## config.mk

```make
export PLATFORM = sky130hd
export DESIGN_NAME = npcs_scorer
export DESIGN_NICKNAME = d
export VERILOG_FILES = /design/src/hdl/npcs_pkg.sv /design/src/hdl/npcs_scorer.sv
export SDC_FILE = /design/constraint.sdc
export NUM_CORES = 1
export LEC_CHECK = 0
export ABC_AREA = 1
export BUFFER_PORTS_ARGS = -buffer_cell sky130_fd_sc_hd__buf_2
export CAP_MARGIN = 20
export CORE_MARGIN = 2
export CORE_UTILIZATION = 68
export CTS_CLUSTER_SIZE = 10
export DETAILED_ROUTE_END_ITERATION = 12
export PLACE_DENSITY = 0.85
export SLEW_MARGIN = 0
export SYNTH_ARGS = -nofsm -noshare
export SYNTH_HDL_FRONTEND = slang
export SYNTH_SLANG_ARGS = --single-unit
```

## constraint.sdc

```tcl
create_clock -name aclk -period 14.4 [get_ports aclk]
set_input_delay 2.16 -clock aclk [delete_from_list [all_inputs] [get_ports aclk]]
set_output_delay 2.16 -clock aclk [all_outputs]
set_load 0.1 [all_outputs]
```

## src/hdl/npcs_pkg.sv

```systemverilog
// shared types, constants and helpers for the nearest palette color search
// no dependencies

`timescale 1ns / 1ps

package npcs_pkg;

    localparam int PAL_ENTRIES_DEF = 256;
    localparam int RGB_W           = 24;
    localparam int CH_W            = 8;
    localparam int SQ_W            = 2 * CH_W;
    localparam int SCORE_W         = 18;
    localparam int IDX_W           = 8;

    // above every possible distance, so entry 0 always wins first
    localparam logic [SCORE_W-1:0] SCORE_START = SCORE_W'(3 * 256 * 256 + 1);

    localparam logic FUNC_WRITE = 1'b0;
    localparam logic FUNC_MATCH = 1'b1;

    typedef enum logic [2:0] {
        ST_CLEAR,
        ST_IDLE,
        ST_SCAN,
        ST_DRAIN,
        ST_DONE
    } state_t;

    // tag that travels with each palette read through the scoring pipeline
    typedef struct packed {
        logic valid;
        logic first;
        logic last;
    } scan_tag_t;

    function automatic logic [CH_W-1:0] abs_diff(input logic [CH_W-1:0] a,
                                                 input logic [CH_W-1:0] b);
        logic [CH_W-1:0] d;
        d = (a > b) ? (a - b) : (b - a);
        return d;
    endfunction

endpackage

```

## src/hdl/npcs_scorer.sv

```systemverilog
// distance scoring pipeline: channel squares, then sum and running minimum
// depends on npcs_pkg

`timescale 1ns / 1ps

module npcs_scorer
    import npcs_pkg::*;
#(
    parameter int AW = $clog2(PAL_ENTRIES_DEF)
) (
    input  logic             aclk,
    input  logic             aresetn,
    input  scan_tag_t        issue_tag,
    input  logic [AW-1:0]    issue_idx,
    input  logic [RGB_W-1:0] target_rgb,
    input  logic [RGB_W-1:0] pal_rgb,
    output logic [AW-1:0]    best_idx,
    output logic             done
);

    scan_tag_t       tag0_reg, tag1_reg;
    logic [AW-1:0]   idx0_reg, idx1_reg;
    logic [SQ_W-1:0] sq_r_reg, sq_g_reg, sq_b_reg;
    logic [SQ_W-1:0] sq_r_next, sq_g_next, sq_b_next;

    logic [SCORE_W-1:0] best_score_reg, best_score_next;
    logic [AW-1:0]      best_idx_reg, best_idx_next;
    logic               done_reg, done_next;

    logic [SCORE_W-1:0] sum;
    logic [SCORE_W-1:0] ref_score;
    logic [CH_W-1:0]    d_r, d_g, d_b;

    // align tag with registered ram data
    always_ff @(posedge aclk) begin
        if (!aresetn) begin
            tag0_reg <= '0;
            tag1_reg <= '0;
            done_reg <= 1'b0;
        end else begin
            tag0_reg <= issue_tag;
            tag1_reg <= tag0_reg;
            done_reg <= done_next;
        end
    end

    always_comb begin
        d_r = abs_diff(target_rgb[7:0],   pal_rgb[7:0]);
        d_g = abs_diff(target_rgb[15:8],  pal_rgb[15:8]);
        d_b = abs_diff(target_rgb[23:16], pal_rgb[23:16]);
        sq_r_next = SQ_W'(d_r) * SQ_W'(d_r);
        sq_g_next = SQ_W'(d_g) * SQ_W'(d_g);
        sq_b_next = SQ_W'(d_b) * SQ_W'(d_b);
    end

    always_ff @(posedge aclk) begin
        idx0_reg       <= issue_idx;
        idx1_reg       <= idx0_reg;
        sq_r_reg       <= sq_r_next;
        sq_g_reg       <= sq_g_next;
        sq_b_reg       <= sq_b_next;
        best_score_reg <= best_score_next;
        best_idx_reg   <= best_idx_next;
    end

    always_comb begin
        sum = SCORE_W'(sq_r_reg) + SCORE_W'(sq_g_reg) + SCORE_W'(sq_b_reg);
        ref_score = tag1_reg.first ? SCORE_START : best_score_reg;
        best_score_next = best_score_reg;
        best_idx_next   = best_idx_reg;
        // strict less than keeps the lowest index on ties
        if (tag1_reg.valid && (sum < ref_score)) begin
            best_score_next = sum;
            best_idx_next   = idx1_reg;
        end
        done_next = tag1_reg.valid && tag1_reg.last;
    end

    assign best_idx = best_idx_reg;
    assign done     = done_reg;

endmodule

```

# [Word-level counts from Yosys, hierarchy flattened]
# Cells that the tools add are included.
[word_totals] register_bits=97 inputBits=61 output_inout_bits=9 wordCells=35
[op_classes] n_addsub=8 mul=3 n_lt_le_gt_ge=4 muxes=4 n_reduce_logical=2
[op_table] cell="multiplier 8 x 8 -> 16 bit" count=3
[op_table] cell="subtractor 8 bit" count=6
[op_table] cell="greater-than comparator 8 bit" count=3
[op_table] cell="two-way mux 8 bit" count=3
[op_table] cell="adder 17 x 16 -> 18 bit" count=1
[op_table] cell="< comparator 18 bit" count=1
[op_table] cell="two-way mux 18 bit" count=1
[op_table] cell="adder 16 x 16 -> 17 bit" count=1
[op_table] cell="logical AND 1 bit" count=2

# [Logic depth before layout (Yosys ltp)]
# Gate-level depths: netlist of run 1.
[logic_depth] word_depth=4 depth_mapped=31 depth_no_buf=31

# [Least setup slack after synthesis of run 1]
# No wires, ideal clock.
[synth_timing] path_kind="input to register" startpoint="input port target_rgb[8]" endpoint="register sq_g_reg[13]" setup_time_ns=0.112 t_arrival_ns=6.899 t_required_ns=14.288 slack_ns=7.389 stages=29 path_buffers=0 path_cell_list="inv_1 ha_1 inv_1 fa_1 nand3_1 nand3_1 nand2_1 nand2_1 nand2_4 inv_4 nand2_1 nand2_4 nor2_2 inv_1 fa_1 inv_1 fa_1 inv_1 fa_1 fa_1 inv_1 ha_1 a21oi_1 a21boi_0 o21ai_0 nand2_1 nand2_1 nand2_1 nand2_1"
[synth_via] elab_chain_cells=3 word_cells_on_any_way=5 classes_between="2 x add/sub; 1 x mul; 1 x order compare; 1 x mux"
[synth_rtl] item="from (decl)" line="npcs_scorer.sv:15" text="input logic [RGB_W-1:0] target_rgb,"
[synth_rtl] item="subtractor 8 bit or greater-than comparator 8 bit (tied branches)" line="npcs_pkg.sv:39" text="d = (a > b) ? (a - b) : (b - a);"
[synth_rtl] item="two-way mux 8 bit *" line="npcs_pkg.sv:39"
[synth_rtl] item="multiplier 8 x 8 -> 16 bit *" line="npcs_scorer.sv:52" text="sq_g_next = SQ_W'(d_g) * SQ_W'(d_g);"
[synth_rtl] item="net sq_g_next[13]" line="npcs_scorer.sv:24" text="logic [SQ_W-1:0] sq_r_next, sq_g_next, sq_b_next;"
[synth_rtl] item="to (signal assigned)" line="npcs_scorer.sv:60" text="sq_g_reg <= sq_g_next;"
[synth_rtl] item="to (decl)" line="npcs_scorer.sv:23" text="logic [SQ_W-1:0] sq_r_reg, sq_g_reg, sq_b_reg;"
# Mark *: on every way through the listed nets, which the timed path passes. The rest lies on a longest branch.
# A chain may end at the register's enable or synchronous reset.

# [Worst setup path in the final report of run 1]
# Ends and elaborated chain as after synthesis.

==> results of run 1 <==
metal layers:
layer	vias to the layer above	wire length (um)	global-route usage, %
met5	-	0	0
met4	0	617	8.78
met3	45	798	3.30
met2	203	10900	48.1
met1	4203	9800	33.3
li1	4653	-	-
worst paths after layout:
| kind | end | depth (start not counted) |
|---|---|---|
| setup / recovery | sq_g_reg[13] | 28 |
| hold / removal | idx1_reg[4] | 0 |
| setup reg to reg | best_idx[1] | 18 |
| hold reg to reg | idx1_reg[4] | 0 |
cell usage after synthesis (7+ instances only):
library cell  number
a21oi_1           70
buf_2              7
dfxtp_1           68
edfxtp_1          26
fa_1              97
ha_1             166
inv_1            304
inv_2             10
nand2_1          332
nand2_2           19
nand2_4            9
nand3_1           67
nand4_1           13
nor2_1           114
nor2_2            11
o21ai_0           26
o21bai_1           9
xnor2_1           24
xor2_1            41
through the flow:
stage | instance area (um2) | hold slack (ns)
6_report | 12100 | 0.321
5_1_grt | 12100 | 0.331
4_1_cts | 12100 | 0.322
3_5_place_dp | 11800 | 0.312
3_3_place_gp | 11800 | 0.311
2_1_floorplan | 11200 | 0.310
cell usage in the layout, fill, tap and decap left out, types with 6 or more instances in the layout:
cell type and instances:
o21ai_0 26, nor2_2 12, o21bai_1 9, inv_2 10, inv_1 304, o21ai_1 6, clkbuf_16 9, nand2_2 19
fa_1 97, nor2_1 113, a21oi_1 70, edfxtp_1 26, a21boi_0 6, xor2_1 41, ha_1 166, nand3_1 67
dfxtp_1 68, nand4_1 13, buf_2 69, nand2_1 332, xnor2_1 24, nand2_4 9
final cells by class:
class | instances | area, um2
clock buffers | 9 | 225
repair buffers | 70 | 353
fillers | 1265 | 3890
well taps | 216 | 270
inverters | 317 | 1200
clock inverters | 7 | 55.1
multi-input cells | 1043 | 7860
flip-flops and latches | 94 | 2140
cells by family after synthesis:
kind of cell / synth area share, %
simple gates: 22.4
buf+inv: 11.0
fa+ha+maj: 35.8
compound gates: 6.60
flops: 19.1
xor+xnor: 5.07
other cells: 0.0668
==> out/qor.yml, run 1 <==
routing:
  ant_nets: 0
  drc: 0
  vias: 9104
  finalWirelength_um: 22100
  wl_per_cell_um: 12.6
  drt_pre_antenna_iters: 5
  vias_per_cell: 5.18
  drtIter0Drc: 406
clock_network:
  numCtsBuffers: 9
  hold_buffers: 0
  cts_sinks: 94
  root_buffer: "clkbuf_16"
  cts.reportedPaths.clkPinSlew_ns: 0.07
  insertion_delay_ns: 0.34
  cts_buffer_depth: 2
  cts_resized: 0
  h-tree-depth: 3
  cts_tree: "done"
  postCtsSetupBuffers: 0
finish:
  diodes: 0
  fin_cells: 1756
  area_growth_pct: 7.75
  largest_reg_flops: 18
  fin_nets: 1859
  final_util_pct: 75.7
  layout-drive-gt1-share_pct: 9.68
logic_synthesis:
  ys_ff_latch: 94
  async_flop_share_pct: 0
  synth_top_area_cell: "ha_1"
  seq_area_frac_synth_pct: 19.1
  yosysWarnings: 0
  synth_cell_types: 39
  synth-edff-count: 26
  synth_top_area_share_pct: 18.5
  netlist_instances: 1461
  synth_area_mm2: 0.0112
  yosys-top-cells-area: "ha_1 (18%), fa_1 (17%), dfxtp_1 (12%)"
  avgSynthCellArea_um2: 7.69
  synth_flop_cell: "dfxtp_1"
timing:
  period_share_pct: 50.5
  setup_ws_ns: 7.13
  setup_tns_ns: 0
  rsz0062_at_grt: "no"
  hold_viol_final: 0
  clock_skew_ns: 0.00735
  relSlewSlack_pct: 64.7
  fmax_mhz: 138
  finalSetupViolCount: 0
  tightest_slew_ns: 0.524
  period_needed_ns: 7.27
  drv_slew: 0
floorplanning:
  core-area_mm2: 0.0160
  rows: 46
  die_w_um: 133
  dieArea_mm2: 0.0176
  io_pins: 70
  start_util_pct: 70.2
  die_h_um: 133
worst_setup_path:
  end_kind: "flip-flop"
  max_stage_delay_ns: 0.55
  criticalPathCategory: "input port to flip-flop"
  slowest_stage: "fa_1"
  required_ns: 14.63
  crit_family: "adder cells"
  startpoint: "target_rgb[8]"
  cp.buffers_inverters: 6
  path_common_cell: "nand2_1"
  start_kind: "input port"
  worstPathArrival_ns: 7.50
  path_max_fanout: 9
  regToRegStartpoint: "sq_g_reg[5]"
  regToRegSetupSlack_ns: 10.34
placement:
  place_inst: 1740
  dp.final_hpwl_um: 18700
  globalplace.congestion: 0.925
  port_buffers: 69
  place_ws_ns: 6.84
grt:
  grt_overflow_total: 0
  antenna_found_initial: 0
  grt_pass1_vias: 9151
  grt_pass1_wl_um: 39300
  grt_usage_pct: 26.7
  grt_max_degree: 21
status:
  status: "finished clean"
run:
  cap_violations: 0
min_path:
  min_path_type: "flip-flop to flip-flop"
  hold_start: "idx0_reg[4]"
Power of run 1 is not shown: default switching activity piles up to over one toggle a cycle in this logic, so the estimate is an artifact.
==> run 2: changes to the inputs <==
--- a/config.mk
+++ b/config.mk
@@ -5,14 +5,14 @@
 export SDC_FILE = /design/constraint.sdc
 export NUM_CORES = 1
 export LEC_CHECK = 0
-export ABC_AREA = 1
+export ABC_AREA = 0
 export BUFFER_PORTS_ARGS = -buffer_cell sky130_fd_sc_hd__buf_2
 export CAP_MARGIN = 20
 export CORE_MARGIN = 2
-export CORE_UTILIZATION = 68
+export CORE_UTILIZATION = 63
 export CTS_CLUSTER_SIZE = 10
 export DETAILED_ROUTE_END_ITERATION = 12
-export PLACE_DENSITY = 0.85
+export PLACE_DENSITY = 0.8
 export SLEW_MARGIN = 0
 export SYNTH_ARGS = -nofsm -noshare
 export SYNTH_HDL_FRONTEND = slang
==> constraint.sdc (replaced) <==
create_clock -name aclk -period 6.8 [get_ports aclk]
set_input_delay 1.02 -clock aclk [delete_from_list [all_inputs] [get_ports aclk]]
set_output_delay 1.02 -clock aclk [all_outputs]
set_load 0.1 [all_outputs]
==> out/qor.yml, run 2 <==
floorplanning:
  die_w_um: 132
  io_pins: 70
  die_h_um: 132
  dieArea_mm2: 0.0175
  rows: 46
  start_util_pct: 64.7
  core-area_mm2: 0.0160
placement:
  port_buffers: 69
  globalplace.congestion: 0.871
  dp.final_hpwl_um: 16600
logic_synthesis:
  synth_top_family_by_area: "adder cells"
  synthXorXnorAreaFrac_pct: 7.29
  synth.area.mux_share_pct: 1.87
  yosys.area_share.simple_pct: 10.6
  synth_compound_area_share_pct: 12.3
  async_flop_share_pct: 0
  ys_ff_latch: 94
  synth_cell_types: 60
  synth_flop_cell: "dfxtp_1"
  synth_top_area_share_pct: 20.1
  synth_fa_ha_area_share_pct: 38.8
  synth_most_common_cell: "inv_1"
  synth_top_area_cell: "ha_1"
  seq_area_frac_synth_pct: 20.7
  netlist_instances: 1093
  yosys-top-cells-area: "ha_1 (20%), fa_1 (19%), dfxtp_1 (13%)"
  synth-edff-count: 26
  synth_area_mm2: 0.0104
  yosysWarnings: 0
  yosys-top-cells-count: "inv_1 (199), ha_1 (166), fa_1 (97), nor2_1 (93), dfxtp_1 (68)"
  avgSynthCellArea_um2: 9.47
timing:
  clock_skew_ns: 0.00709
  hold_ws_ns: 0.325
  period_share_pct: 96.5
  drv_slew: 0
  rsz0062_at_grt: "yes"
  finalSetupViolCount: 0
  setup_tns_ns: 0
  relSlewSlack_pct: 59.3
  hold_viol_final: 0
  period_needed_ns: 6.56
  tightest_slew_ns: 0.605
  fmax_mhz: 152
min_path:
  min_path_type: "flip-flop to flip-flop"
worst_setup_path:
  regToRegStartpoint: "sq_r_reg[7]"
  startpoint: "target_rgb[8]"
  path_common_cell: "inv_1"
  path_max_fanout: 3
  endpoint: "sq_g_reg[15]"
  slowest_stage: "fa_1"
  worstPathArrival_ns: 6.82
  r2r_end: "best_score_reg[11]"
  end_kind: "flip-flop"
  required_ns: 7.06
  max_stage_delay_ns: 0.55
  reg2reg_depth: 13
  regToRegSetupSlack_ns: 2.61
  criticalPathCategory: "input port to flip-flop"
  start_kind: "input port"
finish:
  final_cell_mix: "inv_1 (199), ha_1 (165), fa_1 (95), nor2_1 (88), buf_4 (85)"
  layout_commonest_cell: "inv_1"
  diodes: 0
  layout-drive-gt1-share_pct: 18.6
  area_growth_pct: 15.5
  largest_reg_flops: 18
  fin_nets: 1564
grt:
  antenna_found_initial: 0
  grt_usage_pct: 23.7
  grt_overflow_total: 0
  grt_pass1_wl_um: 34700
  grt_max_degree: 27
  grt_pass1_vias: 7962
routing:
  drtIter0Drc: 428
  drc: 0
  drt_pre_antenna_iters: 5
  ant_nets: 0
  vias_per_cell: 5.25
  finalWirelength_um: 19800
  vias: 7663
  wl_per_cell_um: 13.6
clock_network:
  insertion_delay_ns: 0.34
  hold_buffers: 0
  cts_sinks: 94
  cts.reportedPaths.clkPinSlew_ns: 0.06
  cts_buffer_depth: 2
  numCtsBuffers: 9
  h-tree-depth: 3
  root_buffer: "clkbuf_16"
  cts_tree: "done"
run:
  cap_violations: 0
status:
  status: "finished clean"
==> run 2: timing repair <==
item | 4_1_cts | 5_1_grt
setup buffers | 0 | 1
resized for setup | 0 | 26
endpoints found under the setup margin | 0 | 6
==> run 2: per-layer routing <==
| layer | track usage, % | routed length (um) | up-vias |
|---|---|---|---|
| li1 | - | - | 3843 |
| met1 | 30.1 | 8830 | 3658 |
| met2 | 43.3 | 10100 | 138 |
| met3 | 3.15 | 579 | 24 |
| met4 | 4.78 | 251 | 0 |
| met5 | 0 | 0 | - |
==> run 2: metrics by stage <==
stage	instance area (um2)	std cells	worst slack [ns]	util, %
after floorplan	10400	1094	0.0101	-
after global placement	11500	1444	-0.0553	71.9
after detailed placement	11500	1444	-0.280	71.9
after CTS	11800	1460	0.0522	74.0
after global routing	12000	1461	-0.0655	74.8
final	12000	1461	0.237	74.8
==> run 2: worst min path at each step <==
stage	start	end	slack [ns]	cells after the start
floorplan	idx0_reg[0]	idx1_reg[0]	0.31	0
global placement	idx0_reg[5]	idx1_reg[5]	0.31	0
detailed placement	idx0_reg[4]	idx1_reg[4]	0.31	0
CTS	idx0_reg[4]	idx1_reg[4]	0.33	0
global route	idx0_reg[4]	idx1_reg[4]	0.33	0
finish	idx0_reg[4]	idx1_reg[4]	0.32	0
==> run 2: critical path: cells and delay by family <==
kind / cells / cell delay (ns)
adders and majority gates: 7 / 2.94
AOI/OAI and AO/OA: 6 / 0.93
and+or+nand+nor: 3 / 0.83
buffers and inverters: 7 / 0.56
xor gates and xnor gates: 2 / 0.28
muxes: 1 / 0.24
==> run 2: cell type report <==
class	count	area, um2
multi-input combinational	780	7470
clock inverter	6	87.6
sequential	94	2140
timing repair buffer	155	995
inverter	200	751
tap	216	270
clock buffer	10	250
fill	1161	4040
==> run 2: kinds of logic (layout without fill, tap and decap cells) <==
| logic type | Yosys count | in the layout |
|---|---|---|
| buffers and inverters | 220 | 371 |
| xor gates and xnor gates | 78 | 78 |
| and+or+nand+nor | 227 | 227 |
| other | 2 | 3 |
| AOI/OAI and AO/OA | 190 | 190 |
| adders and majority gates | 263 | 263 |
| DFF | 94 | 94 |
| muxes | 19 | 19 |
Power of run 2 is left out for the same reason.
==> run 3: changes to the inputs <==
--- a/config.mk
+++ b/config.mk
@@ -8,7 +8,7 @@
 export ABC_AREA = 0
 export BUFFER_PORTS_ARGS = -buffer_cell sky130_fd_sc_hd__buf_2
 export CAP_MARGIN = 20
-export CORE_MARGIN = 2
+export CORE_MARGIN = 5
 export CORE_UTILIZATION = 63
 export CTS_CLUSTER_SIZE = 10
 export DETAILED_ROUTE_END_ITERATION = 12
==> out/qor.yml, run 3 (synthesis gave the netlist of run 2 again) <==
worst_setup_path:
  worstPathArrival_ns: 6.81
  startpoint: "target_rgb[8]"
  regToRegStartpoint: "sq_r_reg[7]"
  endpoint: "sq_g_reg[15]"
  required_ns: 7.03
  path_max_fanout: 5
  criticalPathCategory: "input port to flip-flop"
  regToRegSetupSlack_ns: 2.59
  start_kind: "input port"
  r2r_end: "best_score_reg[12]"
  end_kind: "flip-flop"
  reg2reg_depth: 13
finish:
  largest_reg_flops: 18
  diodes: 0
  fin_nets: 1565
  n_fill_cell: 1170
  area_growth_pct: 15.3
  final_cell_area_mm2: 0.0119
  layout_commonest_cell: "inv_1"
  layout-drive-gt1-share_pct: 18.9
  final_cell_mix: "inv_1 (199), ha_1 (166), fa_1 (96), nor2_1 (88), buf_4 (86)"
status:
  status: "finished clean"
clock_network:
  cts_sinks: 94
  numCtsBuffers: 9
  root_buffer: "clkbuf_16"
  cts_tree: "done"
  cts.reportedPaths.clkPinSlew_ns: 0.07
  insertion_delay_ns: 0.35
  cts_buffer_depth: 2
  h-tree-depth: 3
min_path:
  hold_start: "idx0_reg[2]"
  min_path_type: "flip-flop to flip-flop"
grt:
  antenna_found_initial: 0
  grt_overflow_total: 0
  grt_max_degree: 27
  grt_pass1_vias: 8053
  grt_pass1_wl_um: 35600
  grt_usage_pct: 21.7
timing:
  rsz0062_at_grt: "yes"
  tightest_slew_ns: 0.589
  period_needed_ns: 6.58
  hold_viol_final: 0
  period_share_pct: 96.8
  relSlewSlack_pct: 59.6
  setup_ws_ns: 0.216
  clock_skew_ns: 0.0124
  finalSetupViolCount: 0
  fmax_mhz: 152
  drv_slew: 0
placement:
  port_buffers: 69
  dpl-instance-area_mm2: 0.0115
  globalplace.congestion: 0.852
  dp.final_hpwl_um: 16600
  place_ws_ns: -0.273
routing:
  ant_nets: 0
  drt_pre_antenna_iters: 5
  wl_per_cell_um: 13.9
  drc: 0
  vias: 7773
  finalWirelength_um: 20300
  vias_per_cell: 5.32
  drtIter0Drc: 363
run:
  cap_violations: 0
floorplanning:
  start_util_pct: 64.7
  core-area_mm2: 0.0160
  io_pins: 70
  rows: 46
  die_h_um: 138
  die_w_um: 138
  dieArea_mm2: 0.0191
[run 3: cell type report]
| type | instances | area [um2] | area share (%) |
|---|---|---|---|
| sequential | 94 | 2140 | 18.0 |
| timing repair buffer | 156 | 1000 | 8.40 |
| clock buffer | 9 | 225 | 1.89 |
| clock inverter | 7 | 72.6 | 0.608 |
| inverter | 200 | 751 | 6.29 |
| multi-input combinational | 780 | 7470 | 62.6 |
| tap | 216 | 270 | 2.27 |
[run 3: repair_timing]
action / CTS / global route
setup endpoints to repair: 0 / 9
hold buffers: 0 / 0
buffers inserted: 0 / 5
resized for setup: 0 / 26
[run 3: how the worst min path moves through the flow]
stage                        endpoint  slack [ns]  depth (start not counted)
after global placement    idx1_reg[3]        0.31                          0
after global routing      idx1_reg[6]        0.33                          0
after floorplan           idx1_reg[0]        0.31                          0
after CTS                 idx1_reg[2]        0.33                          0
after detailed placement  idx1_reg[0]        0.31                          0
final                     idx1_reg[2]        0.33                          0
[run 3: metrics by stage]
step	setup TNS, ns	hold slack (ns)	util [%]	std cells
6_report	0	0.326	74.6	1462
5_1_grt	-0.0772	0.335	74.6	1462
4_1_cts	0	0.328	73.6	1457
3_5_place_dp	-0.711	0.314	71.8	1441
3_3_place_gp	-0.0318	0.312	71.8	1441
2_1_floorplan	0	0.310	-	1094
[run 3: critical path: stages]
cell and delay (ns):
buf_2 0.11, inv_1 0.05, ha_1 0.16, inv_1 0.06
fa_2 0.35, nand3_1 0.11, a211oi_2 0.08, o21ai_2 0.15
buf_6 0.16, mux2i_4 0.25, xor2_2 0.15, buf_4 0.17
or2_2 0.31, fa_1 0.38, inv_1 0.08, fa_1 0.42
ha_1 0.29, inv_1 0.05, fa_1 0.53, inv_1 0.04
ha_1 0.31, a211oi_2 0.23, nor2_2 0.09, o31a_1 0.27
o31a_1 0.27, or4_1 0.45, a31oi_2 0.18, xnor2_1 0.09
[run 3: metal layers]
layer	track usage, %	routed length [um]	share of wire, %
met1	27.7	8700	43
met2	38.1	10100	50
met3	3.07	913	4.5
met4	6.92	588	2.9
met5	0	0	0
Power of run 3 is left out for the same reason.
